$ cat src/rtl/sdsi_pkg.sv
// Package: phase codes, card type codes and frame byte table for the SD SPI init sequencer.
package sdsi_pkg;

    typedef enum logic [15:0] {
        PH_IDLE       = 16'h0001,
        PH_DUMMY      = 16'h0002,
        PH_CMD0       = 16'h0004,
        PH_CMD8       = 16'h0008,
        PH_R7         = 16'h0010,
        PH_EXTRA      = 16'h0020,
        PH_V2_CMD55   = 16'h0040,
        PH_V2_ACMD41  = 16'h0080,
        PH_CMD58      = 16'h0100,
        PH_OCR        = 16'h0200,
        PH_V1_CMD55   = 16'h0400,
        PH_V1_ACMD41  = 16'h0800,
        PH_CMD1       = 16'h1000,
        PH_CMD59      = 16'h2000,
        PH_CMD16      = 16'h4000,
        PH_DONE       = 16'h8000
    } t_phase;

    localparam logic [2:0] TYPE_V1   = 3'd0;
    localparam logic [2:0] TYPE_V2   = 3'd1;
    localparam logic [2:0] TYPE_V2HC = 3'd2;
    localparam logic [2:0] TYPE_MMC  = 3'd3;
    localparam logic [2:0] TYPE_ERR  = 3'd4;

    localparam logic [7:0] BYTE_IDLE_FILL = 8'hFF;
    localparam logic [7:0] R1_IDLE        = 8'h01;
    localparam logic [7:0] R1_READY       = 8'h00;
    localparam logic [7:0] R1_V1_ILLEGAL  = 8'h05;
    localparam logic [7:0] EXTRA_BYTE     = 8'h40;
    localparam logic [7:0] HCS_BIT_MASK   = 8'h40;
    localparam logic [15:0] TIMEOUT_RESET = 16'd500;

    // Command frame byte at a position 1..6 for a command phase
    function automatic logic [7:0] frame_byte(t_phase ph, logic [2:0] pos);
        logic [7:0] b;
        b = 8'h00;
        unique case (ph)
            PH_CMD0: begin
                unique case (pos)
                    3'd1: b = 8'h40;
                    3'd6: b = 8'h95;
                    default: b = 8'h00;
                endcase
            end
            PH_CMD8: begin
                unique case (pos)
                    3'd1: b = 8'h48;
                    3'd4: b = 8'h01;
                    3'd5: b = 8'hAA;
                    3'd6: b = 8'h87;
                    default: b = 8'h00;
                endcase
            end
            PH_V2_CMD55, PH_V2_ACMD41: begin
                unique case (pos)
                    3'd1: b = (ph == PH_V2_CMD55) ? 8'h77 : 8'h69;
                    3'd2: b = 8'h40;
                    3'd6: b = 8'hFF;
                    default: b = 8'h00;
                endcase
            end
            PH_CMD58, PH_V1_CMD55, PH_V1_ACMD41, PH_CMD1, PH_CMD59: begin
                unique case (pos)
                    3'd1: begin
                        unique case (ph)
                            PH_CMD58:     b = 8'h7A;
                            PH_V1_CMD55:  b = 8'h77;
                            PH_V1_ACMD41: b = 8'h69;
                            PH_CMD1:      b = 8'h41;
                            default:      b = 8'h7B;
                        endcase
                    end
                    3'd6: b = 8'hFF;
                    default: b = 8'h00;
                endcase
            end
            PH_CMD16: begin
                unique case (pos)
                    3'd1: b = 8'h50;
                    3'd4: b = 8'h02;
                    3'd6: b = 8'hFF;
                    default: b = 8'h00;
                endcase
            end
            default: b = 8'h00;
        endcase
        return b;
    endfunction

endpackage

$ cat src/rtl/sd_spi_init_sequencer.sv
// Top level: SD card SPI-mode start-up sequencer, one exchanged byte per word.
//
//  channel | direction | handshake            | payload
//  --------+-----------+----------------------+-------------------------------------------
//  in      | input     | i_in_valid/o_in_stall| i_command, i_rx_byte
//  out     | output    | o_out_valid/i_out_stall | o_tx_byte, o_select_high, o_exchange_needed,
//          |           |                      | o_fast_clock, o_done_res, o_card_type
//  cfg     | input     | i_cfg_we             | i_cfg_data (timeout_count)
//
// The sequencer state and the next result word for each word are computed from
// the registered state in a single pass and land in the output register at acceptance.
// A new word is accepted every cycle while the output register is empty or being taken.
// Reset (synchronous, active low) clears the phase to idle and timeout_count to 500.
// An output stall holds the result word and stalls the input side once it is full.
module sd_spi_init_sequencer #(
    parameter int DUMMY_BYTES = 47
) (
    input  logic        i_clk,
    input  logic        i_rst_n,
    input  logic        i_cfg_we,
    input  logic [15:0] i_cfg_data,
    input  logic        i_in_valid,
    output logic        o_in_stall,
    input  logic        i_command,
    input  logic [7:0]  i_rx_byte,
    output logic        o_out_valid,
    input  logic        i_out_stall,
    output logic [7:0]  o_tx_byte,
    output logic        o_select_high,
    output logic        o_exchange_needed,
    output logic        o_fast_clock,
    output logic        o_done_res,
    output logic [2:0]  o_card_type
);

    sdsi_pkg::t_phase r_phase, n_phase;
    logic [2:0]  r_pos, n_pos;
    logic [15:0] r_poll, n_poll;
    logic [15:0] r_retry, n_retry;
    logic [7:0]  r_acmd, n_acmd;
    logic [2:0]  r_ver, n_ver;
    logic [7:0]  r_ocr, n_ocr;
    logic [15:0] r_timeout;
    logic        r_out_valid;
    logic [7:0]  r_tx;
    logic        r_sel, r_ex, r_fast, r_done;
    logic [2:0]  r_type;
    logic [7:0]  n_tx;
    logic        n_sel, n_ex, n_fast, n_done;
    logic [2:0]  n_type;
    logic        accept;

    localparam logic [15:0] DUMMY_LIMIT = 16'(DUMMY_BYTES);

    assign o_in_stall = r_out_valid & i_out_stall;
    assign accept     = i_in_valid & ~o_in_stall;

    // Next state for one delivered word
    always_comb begin
        logic [15:0] rinc, pinc;
        logic        ok, go, timed, again, do_reply;
        logic [2:0]  npos;
        rinc = 16'h0; pinc = 16'h0; ok = 1'b0; go = 1'b0; timed = 1'b0;
        again = 1'b0; do_reply = 1'b0; npos = 3'd0;
        n_phase = r_phase; n_pos = r_pos; n_poll = r_poll; n_retry = r_retry;
        n_acmd = r_acmd; n_ver = r_ver; n_ocr = r_ocr;
        pinc = r_poll + 16'd1;
        if (!i_command) begin
            n_phase = sdsi_pkg::PH_DUMMY; n_pos = 3'd0; n_poll = 16'd0; n_retry = 16'd0;
            n_acmd = 8'hFF; n_ver = sdsi_pkg::TYPE_V1; n_ocr = 8'h00;
        end else begin
            unique case (r_phase)
                sdsi_pkg::PH_IDLE, sdsi_pkg::PH_DONE: begin
                end
                sdsi_pkg::PH_DUMMY: begin
                    n_poll = pinc;
                    if (pinc >= DUMMY_LIMIT) begin
                        n_retry = 16'd0; n_phase = sdsi_pkg::PH_CMD0;
                        n_pos = 3'd0; n_poll = 16'd0;
                    end
                end
                sdsi_pkg::PH_R7, sdsi_pkg::PH_OCR, sdsi_pkg::PH_EXTRA: begin
                    npos = r_pos + 3'd1;
                    n_pos = npos;
                    if (r_phase == sdsi_pkg::PH_OCR && r_pos == 3'd0) n_ocr = i_rx_byte;
                    if (r_phase == sdsi_pkg::PH_EXTRA) begin
                        n_retry = 16'd0; n_phase = sdsi_pkg::PH_V2_CMD55;
                        n_pos = 3'd0; n_poll = 16'd0;
                    end else if (npos >= 3'd4) begin
                        if (r_phase == sdsi_pkg::PH_R7) begin
                            n_phase = sdsi_pkg::PH_EXTRA; n_pos = 3'd0; n_poll = 16'd0;
                        end else begin
                            n_phase = sdsi_pkg::PH_DONE;
                            n_ver = ((r_pos == 3'd0 ? i_rx_byte : r_ocr)
                                     & sdsi_pkg::HCS_BIT_MASK) != 8'h00
                                    ? sdsi_pkg::TYPE_V2HC : sdsi_pkg::TYPE_V2;
                        end
                    end
                end
                default: begin
                    if (r_pos < 3'd7) begin
                        n_pos = r_pos + 3'd1;
                    end else begin
                        if (i_rx_byte == 8'hFF) begin
                            n_poll = pinc;
                            again = pinc < r_timeout;
                        end
                        do_reply = ~again;
                    end
                end
            endcase
        end

        // Reply handling: loop verdict uses the raised retry count on failure
        if (do_reply) begin
            unique case (r_phase)
                sdsi_pkg::PH_V1_CMD55:  ok = (r_acmd == sdsi_pkg::R1_READY);
                sdsi_pkg::PH_V1_ACMD41, sdsi_pkg::PH_V2_ACMD41, sdsi_pkg::PH_CMD1:
                    ok = (i_rx_byte == sdsi_pkg::R1_READY);
                default: ok = (i_rx_byte == sdsi_pkg::R1_IDLE);
            endcase
            rinc  = ok ? r_retry : r_retry + 16'd1;
            go    = ~ok & (rinc < r_timeout);
            timed = (rinc == r_timeout);
            n_pos = 3'd0; n_poll = 16'd0;
            unique case (r_phase)
                sdsi_pkg::PH_CMD0: begin
                    if (go) begin
                        n_retry = rinc;
                    end else begin
                        n_retry = 16'd0; n_phase = sdsi_pkg::PH_CMD8;
                    end
                end
                sdsi_pkg::PH_CMD8: begin
                    if (i_rx_byte == sdsi_pkg::R1_IDLE) begin
                        n_phase = sdsi_pkg::PH_R7;
                    end else if (i_rx_byte == sdsi_pkg::R1_V1_ILLEGAL) begin
                        n_retry = 16'd0; n_acmd = 8'hFF; n_phase = sdsi_pkg::PH_V1_CMD55;
                    end else begin
                        n_pos = r_pos; n_poll = pinc;
                        n_ver = sdsi_pkg::TYPE_ERR; n_phase = sdsi_pkg::PH_DONE;
                    end
                end
                sdsi_pkg::PH_V2_CMD55: n_phase = sdsi_pkg::PH_V2_ACMD41;
                sdsi_pkg::PH_V2_ACMD41: begin
                    n_acmd = i_rx_byte; n_retry = rinc;
                    if (go) n_phase = sdsi_pkg::PH_V2_CMD55;
                    else if (timed) begin
                        n_ver = sdsi_pkg::TYPE_ERR; n_phase = sdsi_pkg::PH_DONE;
                    end else n_phase = sdsi_pkg::PH_CMD58;
                end
                sdsi_pkg::PH_CMD58: begin
                    if (i_rx_byte != sdsi_pkg::R1_READY) begin
                        n_ver = sdsi_pkg::TYPE_ERR; n_phase = sdsi_pkg::PH_DONE;
                    end else n_phase = sdsi_pkg::PH_OCR;
                end
                sdsi_pkg::PH_V1_CMD55, sdsi_pkg::PH_V1_ACMD41: begin
                    if (r_phase == sdsi_pkg::PH_V1_CMD55 && i_rx_byte == sdsi_pkg::R1_IDLE) begin
                        n_phase = sdsi_pkg::PH_V1_ACMD41;
                    end else begin
                        if (r_phase == sdsi_pkg::PH_V1_ACMD41) n_acmd = i_rx_byte;
                        n_retry = rinc;
                        if (go) n_phase = sdsi_pkg::PH_V1_CMD55;
                        else if (timed) begin
                            n_retry = 16'd0; n_phase = sdsi_pkg::PH_CMD1;
                        end else begin
                            n_ver = sdsi_pkg::TYPE_V1; n_phase = sdsi_pkg::PH_DONE;
                        end
                    end
                end
                sdsi_pkg::PH_CMD1: begin
                    n_retry = rinc;
                    if (go) n_phase = sdsi_pkg::PH_CMD1;
                    else if (timed) begin
                        n_ver = sdsi_pkg::TYPE_ERR; n_phase = sdsi_pkg::PH_DONE;
                    end else n_phase = sdsi_pkg::PH_CMD59;
                end
                sdsi_pkg::PH_CMD59: n_phase = sdsi_pkg::PH_CMD16;
                default: begin
                    n_ver = sdsi_pkg::TYPE_MMC; n_phase = sdsi_pkg::PH_DONE;
                end
            endcase
            // finish keeps position and poll count as they were after the poll step
            if (n_phase == sdsi_pkg::PH_DONE) begin
                n_pos = r_pos;
                n_poll = (i_rx_byte == 8'hFF) ? pinc : r_poll;
            end
        end
    end

    // Result word from the next state
    always_comb begin
        n_tx = 8'hFF; n_sel = 1'b1; n_ex = 1'b1; n_fast = 1'b0; n_done = 1'b0;
        n_type = sdsi_pkg::TYPE_V1;
        unique case (n_phase)
            sdsi_pkg::PH_IDLE: n_ex = 1'b0;
            sdsi_pkg::PH_DONE: begin
                n_ex = 1'b0; n_fast = 1'b1; n_done = 1'b1; n_type = n_ver;
            end
            sdsi_pkg::PH_DUMMY: n_tx = sdsi_pkg::BYTE_IDLE_FILL;
            sdsi_pkg::PH_R7, sdsi_pkg::PH_OCR: begin
                n_tx = 8'h00; n_sel = 1'b0;
            end
            sdsi_pkg::PH_EXTRA: begin
                n_tx = sdsi_pkg::EXTRA_BYTE; n_sel = 1'b0;
            end
            default: begin
                if (n_pos == 3'd0) begin
                    n_tx = 8'hFF;
                end else if (n_pos <= 3'd6) begin
                    n_tx = sdsi_pkg::frame_byte(n_phase, n_pos); n_sel = 1'b0;
                end else begin
                    n_tx = 8'hFF; n_sel = 1'b0;
                end
            end
        endcase
    end

    // Control state and configuration
    always_ff @(posedge i_clk) begin
        if (!i_rst_n) begin
            r_phase <= sdsi_pkg::PH_IDLE;
            r_pos <= 3'd0; r_poll <= 16'd0; r_retry <= 16'd0;
            r_acmd <= 8'hFF; r_ver <= sdsi_pkg::TYPE_V1; r_ocr <= 8'h00;
            r_timeout <= sdsi_pkg::TIMEOUT_RESET;
            r_out_valid <= 1'b0;
        end else begin
            if (i_cfg_we) r_timeout <= i_cfg_data;
            if (accept) begin
                r_phase <= n_phase; r_pos <= n_pos; r_poll <= n_poll;
                r_retry <= n_retry; r_acmd <= n_acmd; r_ver <= n_ver; r_ocr <= n_ocr;
                r_out_valid <= 1'b1;
            end else if (!i_out_stall) begin
                r_out_valid <= 1'b0;
            end
        end
    end

    // Result register
    always_ff @(posedge i_clk) begin
        if (accept) begin
            r_tx <= n_tx; r_sel <= n_sel; r_ex <= n_ex; r_fast <= n_fast;
            r_done <= n_done; r_type <= n_type;
        end
    end

    assign o_out_valid       = r_out_valid;
    assign o_tx_byte         = r_tx;
    assign o_select_high     = r_sel;
    assign o_exchange_needed = r_ex;
    assign o_fast_clock      = r_fast;
    assign o_done_res        = r_done;
    assign o_card_type       = r_type;

endmodule

$ cat config.mk
export PLATFORM = sky130hd
export DESIGN_NAME = sd_spi_init_sequencer
export DESIGN_NICKNAME = d
export VERILOG_FILES = /design/src/rtl/sdsi_pkg.sv /design/src/rtl/sd_spi_init_sequencer.sv
export SDC_FILE = /design/constraint.sdc
export NUM_CORES = 1
export LEC_CHECK = 0
export ABC_AREA = 1
export BUFFER_PORTS_ARGS = -buffer_cell sky130_fd_sc_hd__buf_2
export CAP_MARGIN = 30
export CORE_ASPECT_RATIO = 1.25
export CORE_MARGIN = 1.5
export CORE_UTILIZATION = 57
export CTS_CLUSTER_SIZE = 25
export DETAILED_ROUTE_END_ITERATION = 8
export GPL_ROUTABILITY_DRIVEN = 0
export PLACE_DENSITY = 0.72
export SLEW_MARGIN = 5
export SYNTH_ARGS = -nofsm -noshare
export SYNTH_HDL_FRONTEND = slang
export SYNTH_SLANG_ARGS = --single-unit
$ cat constraint.sdc
create_clock -name i_clk -period 6.2 [get_ports i_clk]
set_input_delay 0.31 -clock i_clk [delete_from_list [all_inputs] [get_ports i_clk]]
set_output_delay 0.31 -clock i_clk [all_outputs]
set_load 0.005 [all_outputs]
==> impl_metrics.ini <==
[run_status]
outcome = complete, no violations

[drt]
drc = 0
drtAntennaViolNets = 0
firstDrtPassIters = 5
via_per_inst = 5.73
vias = 8762
drtIter0Drc = 710
wire_per_inst_um = 15.3
drt_wl_total_um = 23500

[clock_network]
cts-root-buf = clkbuf_16
cts_tree = yes
htree_num_levels = 3
cts.sinks = 94
clk_latency_ns = 0.36
post_cts_resized = 0
ctsHoldBuffers = 0
cts_buffer_depth = 2
post_cts_buffers = 0
cts_made_buffers = 9
clk_pin_slew_ns = 0.07

[logic_synthesis]
syn_area_mm2 = 0.00842
avgSynthCellArea_um2 = 6.33
yosysWarnings = 0
synthCells = 1330
yosys.area.top_type = dfxtp_1
synth_area_leaders = dfxtp_1, nand2_1, inv_1
synth_edf_count = 14
synthFlopType = dfxtp_1
synth-seq-area-share_pct = 24.0
synthArstFlopShare_pct = 0
synth_seq_cells = 94
yosys.area.top_type_share_pct = 19.0
synth_nets = 1396
netlist-cell-type-count = 54

[setup_path]
start_kind = flop
crit_family = simple AND/OR/NAND/NOR gates
path_class = reg2reg
crit_buf_inv = 3
critPathMaxStageDelay_ns = 0.39
path_max_fanout = 19
end_kind = flop
worstPathArrival_ns = 5.67
r2r_slack_ns = 0.65
worstPathRequired_ns = 6.32
cp_slowest_cell = o21ai_2

[floorplanning]
die_x_um = 112
ios = 47
initial_core_util_pct = 58.4
die_h_um = 139
rows = 49
die_area_mm2 = 0.0155
core_mm2 = 0.0144

[pwr]
power_leakage_nw = 4.46
p_per_area_mw_per_mm2 = 196
ir_drop_v = 0.000166
p_total_w = 0.00178

[run]
maxCapViolCount = 0

[finish]
layout.nets = 1413
syn_to_final_growth_pct = 7.46
drive_above_1_share_pct = 12.6
n_antenna_cell = 0
multi_input_area_mm2 = 0.00540
fin_util_pct = 62.8
ff_latch_area_mm2 = 0.00202
nFillCells = 1413

[timing]
fmax_mhz = 180
relSlewSlack_pct = 40.7
fin_crit_sh_pct = 89.5
final_hold_viol_count = 0
final-max-slew-violation-count = 0
finalSetupViolations = 0
setup_tns_ns = 0
skew_ns = 0.00463
period_needed_ns = 5.55
rsz0062_at_grt = no
worst_pin_slew_ns = 0.884

[place]
dp_hpwl_um = 17500
port_buffers = 46

[grt]
grt_pass1_wl_um = 39200
grt.overflow.total = 0
grt_pass1_vias = 8169
antenna_found_initial = 0
grt_use_total_pct = 30.9
grt_max_degree = 74

[min_path]
hold_class = in2reg
-- cells by family after synthesis --
logic type	after synthesis	synth area share, %
AND/OR/NAND/NOR	649	37.6
AO/OA/AOI/OAI	275	19.1
buffers and inverters	258	12.1
flip-flops	94	24.0
adder cells (fa/ha/maj)	36	5.35
XOR/XNOR	18	1.87
-- stage by stage --
step	area, um^2	setup slack (ns)	hold slack, ns	instances
5_1_grt	9040	0.00259	0.177	1530
2_1_floorplan	8420	1.50	0.432	1330
6_report	9040	0.650	0.159	1530
4_1_cts	9040	0.455	0.158	1530
3_5_place_dp	8720	0.485	0.474	1514
3_3_place_gp	8700	0.672	0.466	1513
-- Yosys cell counts, drive strengths merged (3+ instances only) --
cell,count
nor2,158
ha,36
edfxtp,14
nand2,287
clkbuf,34
buf,13
xnor2,4
inv,210
nor4,9
o21ai,109
a21oi,92
o211ai,26
xor2,14
nand3b,3
nand4,31
dfxtp,80
o2111ai,4
nand3,128
o221ai,12
o21a,3
nor3,27
or2,3
a31oi,21
-- cells in the final DEF, fill, tap and decap left out, types with 4 or more instances in the layout --
| cell | count |
|---|---|
| nor4_1 | 9 |
| o221ai_1 | 12 |
| nand3_2 | 10 |
| a31oi_1 | 20 |
| nand2_2 | 15 |
| edfxtp_1 | 14 |
| inv_1 | 190 |
| buf_4 | 6 |
| o21ai_0 | 99 |
| ha_1 | 36 |
| buf_2 | 46 |
| xor2_1 | 14 |
| nand3_4 | 7 |
| inv_2 | 20 |
| nor2_4 | 9 |
| nor2_2 | 14 |
| nand2_4 | 5 |
| nor2_1 | 133 |
| nor3_1 | 23 |
| nand2_1 | 267 |
| nand4_1 | 30 |
| dfxtp_1 | 80 |
| clkbuf_16 | 9 |
| o2111ai_1 | 4 |
| o211ai_1 | 25 |
| nand3_1 | 111 |
| xnor2_1 | 4 |
| a21oi_1 | 87 |
| o21ai_1 | 7 |
-- flip-flops by register name, summed over array words and instances, names as in the netlist --
register and count:
r_retry 16, r_ocr 1, o_out_valid 1, o_exchange_needed 1, o_tx_byte 8, r_acmd 8
o_done_res 1, r_timeout 16, o_select_high 1, r_phase 16, r_ver 3, r_poll 16
r_pos 3, o_card_type 3
-- routing by layer --
| metal | vias up | wire, um | GRT usage (%) |
|---|---|---|---|
| met5 | - | 0 | 0 |
| met4 | 0 | 838 | 15.3 |
| met3 | 59 | 1130 | 3.80 |
| met2 | 284 | 11200 | 51.5 |
| met1 | 3952 | 10300 | 39.2 |
| li1 | 4467 | - | - |
-- cell type report --
cell class                      count  area share, %
Clock buffer                        9           2.49
Clock inverter                      7          0.982
Inverter                          211           8.76
Multi-Input combinational cell    978           59.7
Sequential cell                    94           22.4
Tap cell                          178           2.46
Timing Repair Buffer               53           3.26
-- worst register-to-register path, delay by kind of cell, from the launching register on --
family | cells | cell delay [ns]
buffers and inverters | 3 | 0.26
flip-flops | 1 | 0.35
AO/OA/AOI/OAI | 6 | 1.21
XOR/XNOR | 1 | 0.17
adder cells (fa/ha/maj) | 1 | 0.28
AND/OR/NAND/NOR | 22 | 3.04
-- where the power goes --
group	switching, W	leakage, nW	total [W]	internal (W)
clock network	0.000257	0.147	0.000608	0.000350
registers	0.0000393	0.796	0.000712	0.000673
logic	0.000304	3.51	0.000455	0.000151
total	0.000601	4.46	0.00178	0.00117
-- path summary, 6_finish.rpt --
| path | end | startpoint | cells after the start |
|---|---|---|---|
| setup reg to reg | o_tx_byte[3]$_DFFE_PP_ | r_phase[12]$_SDFFE_PN0P_ | 33 |
| hold reg to reg | o_out_valid$_SDFFE_PN0P_ | o_out_valid$_SDFFE_PN0P_ | 2 |
| hold / removal | r_timeout[8]$_SDFFE_PN1P_ | i_cfg_data[8] | 3 |
| setup / recovery | o_tx_byte[3]$_DFFE_PP_ | r_phase[12]$_SDFFE_PN0P_ | 33 |
No activity file was read; power rests on OpenSTA's default activity.
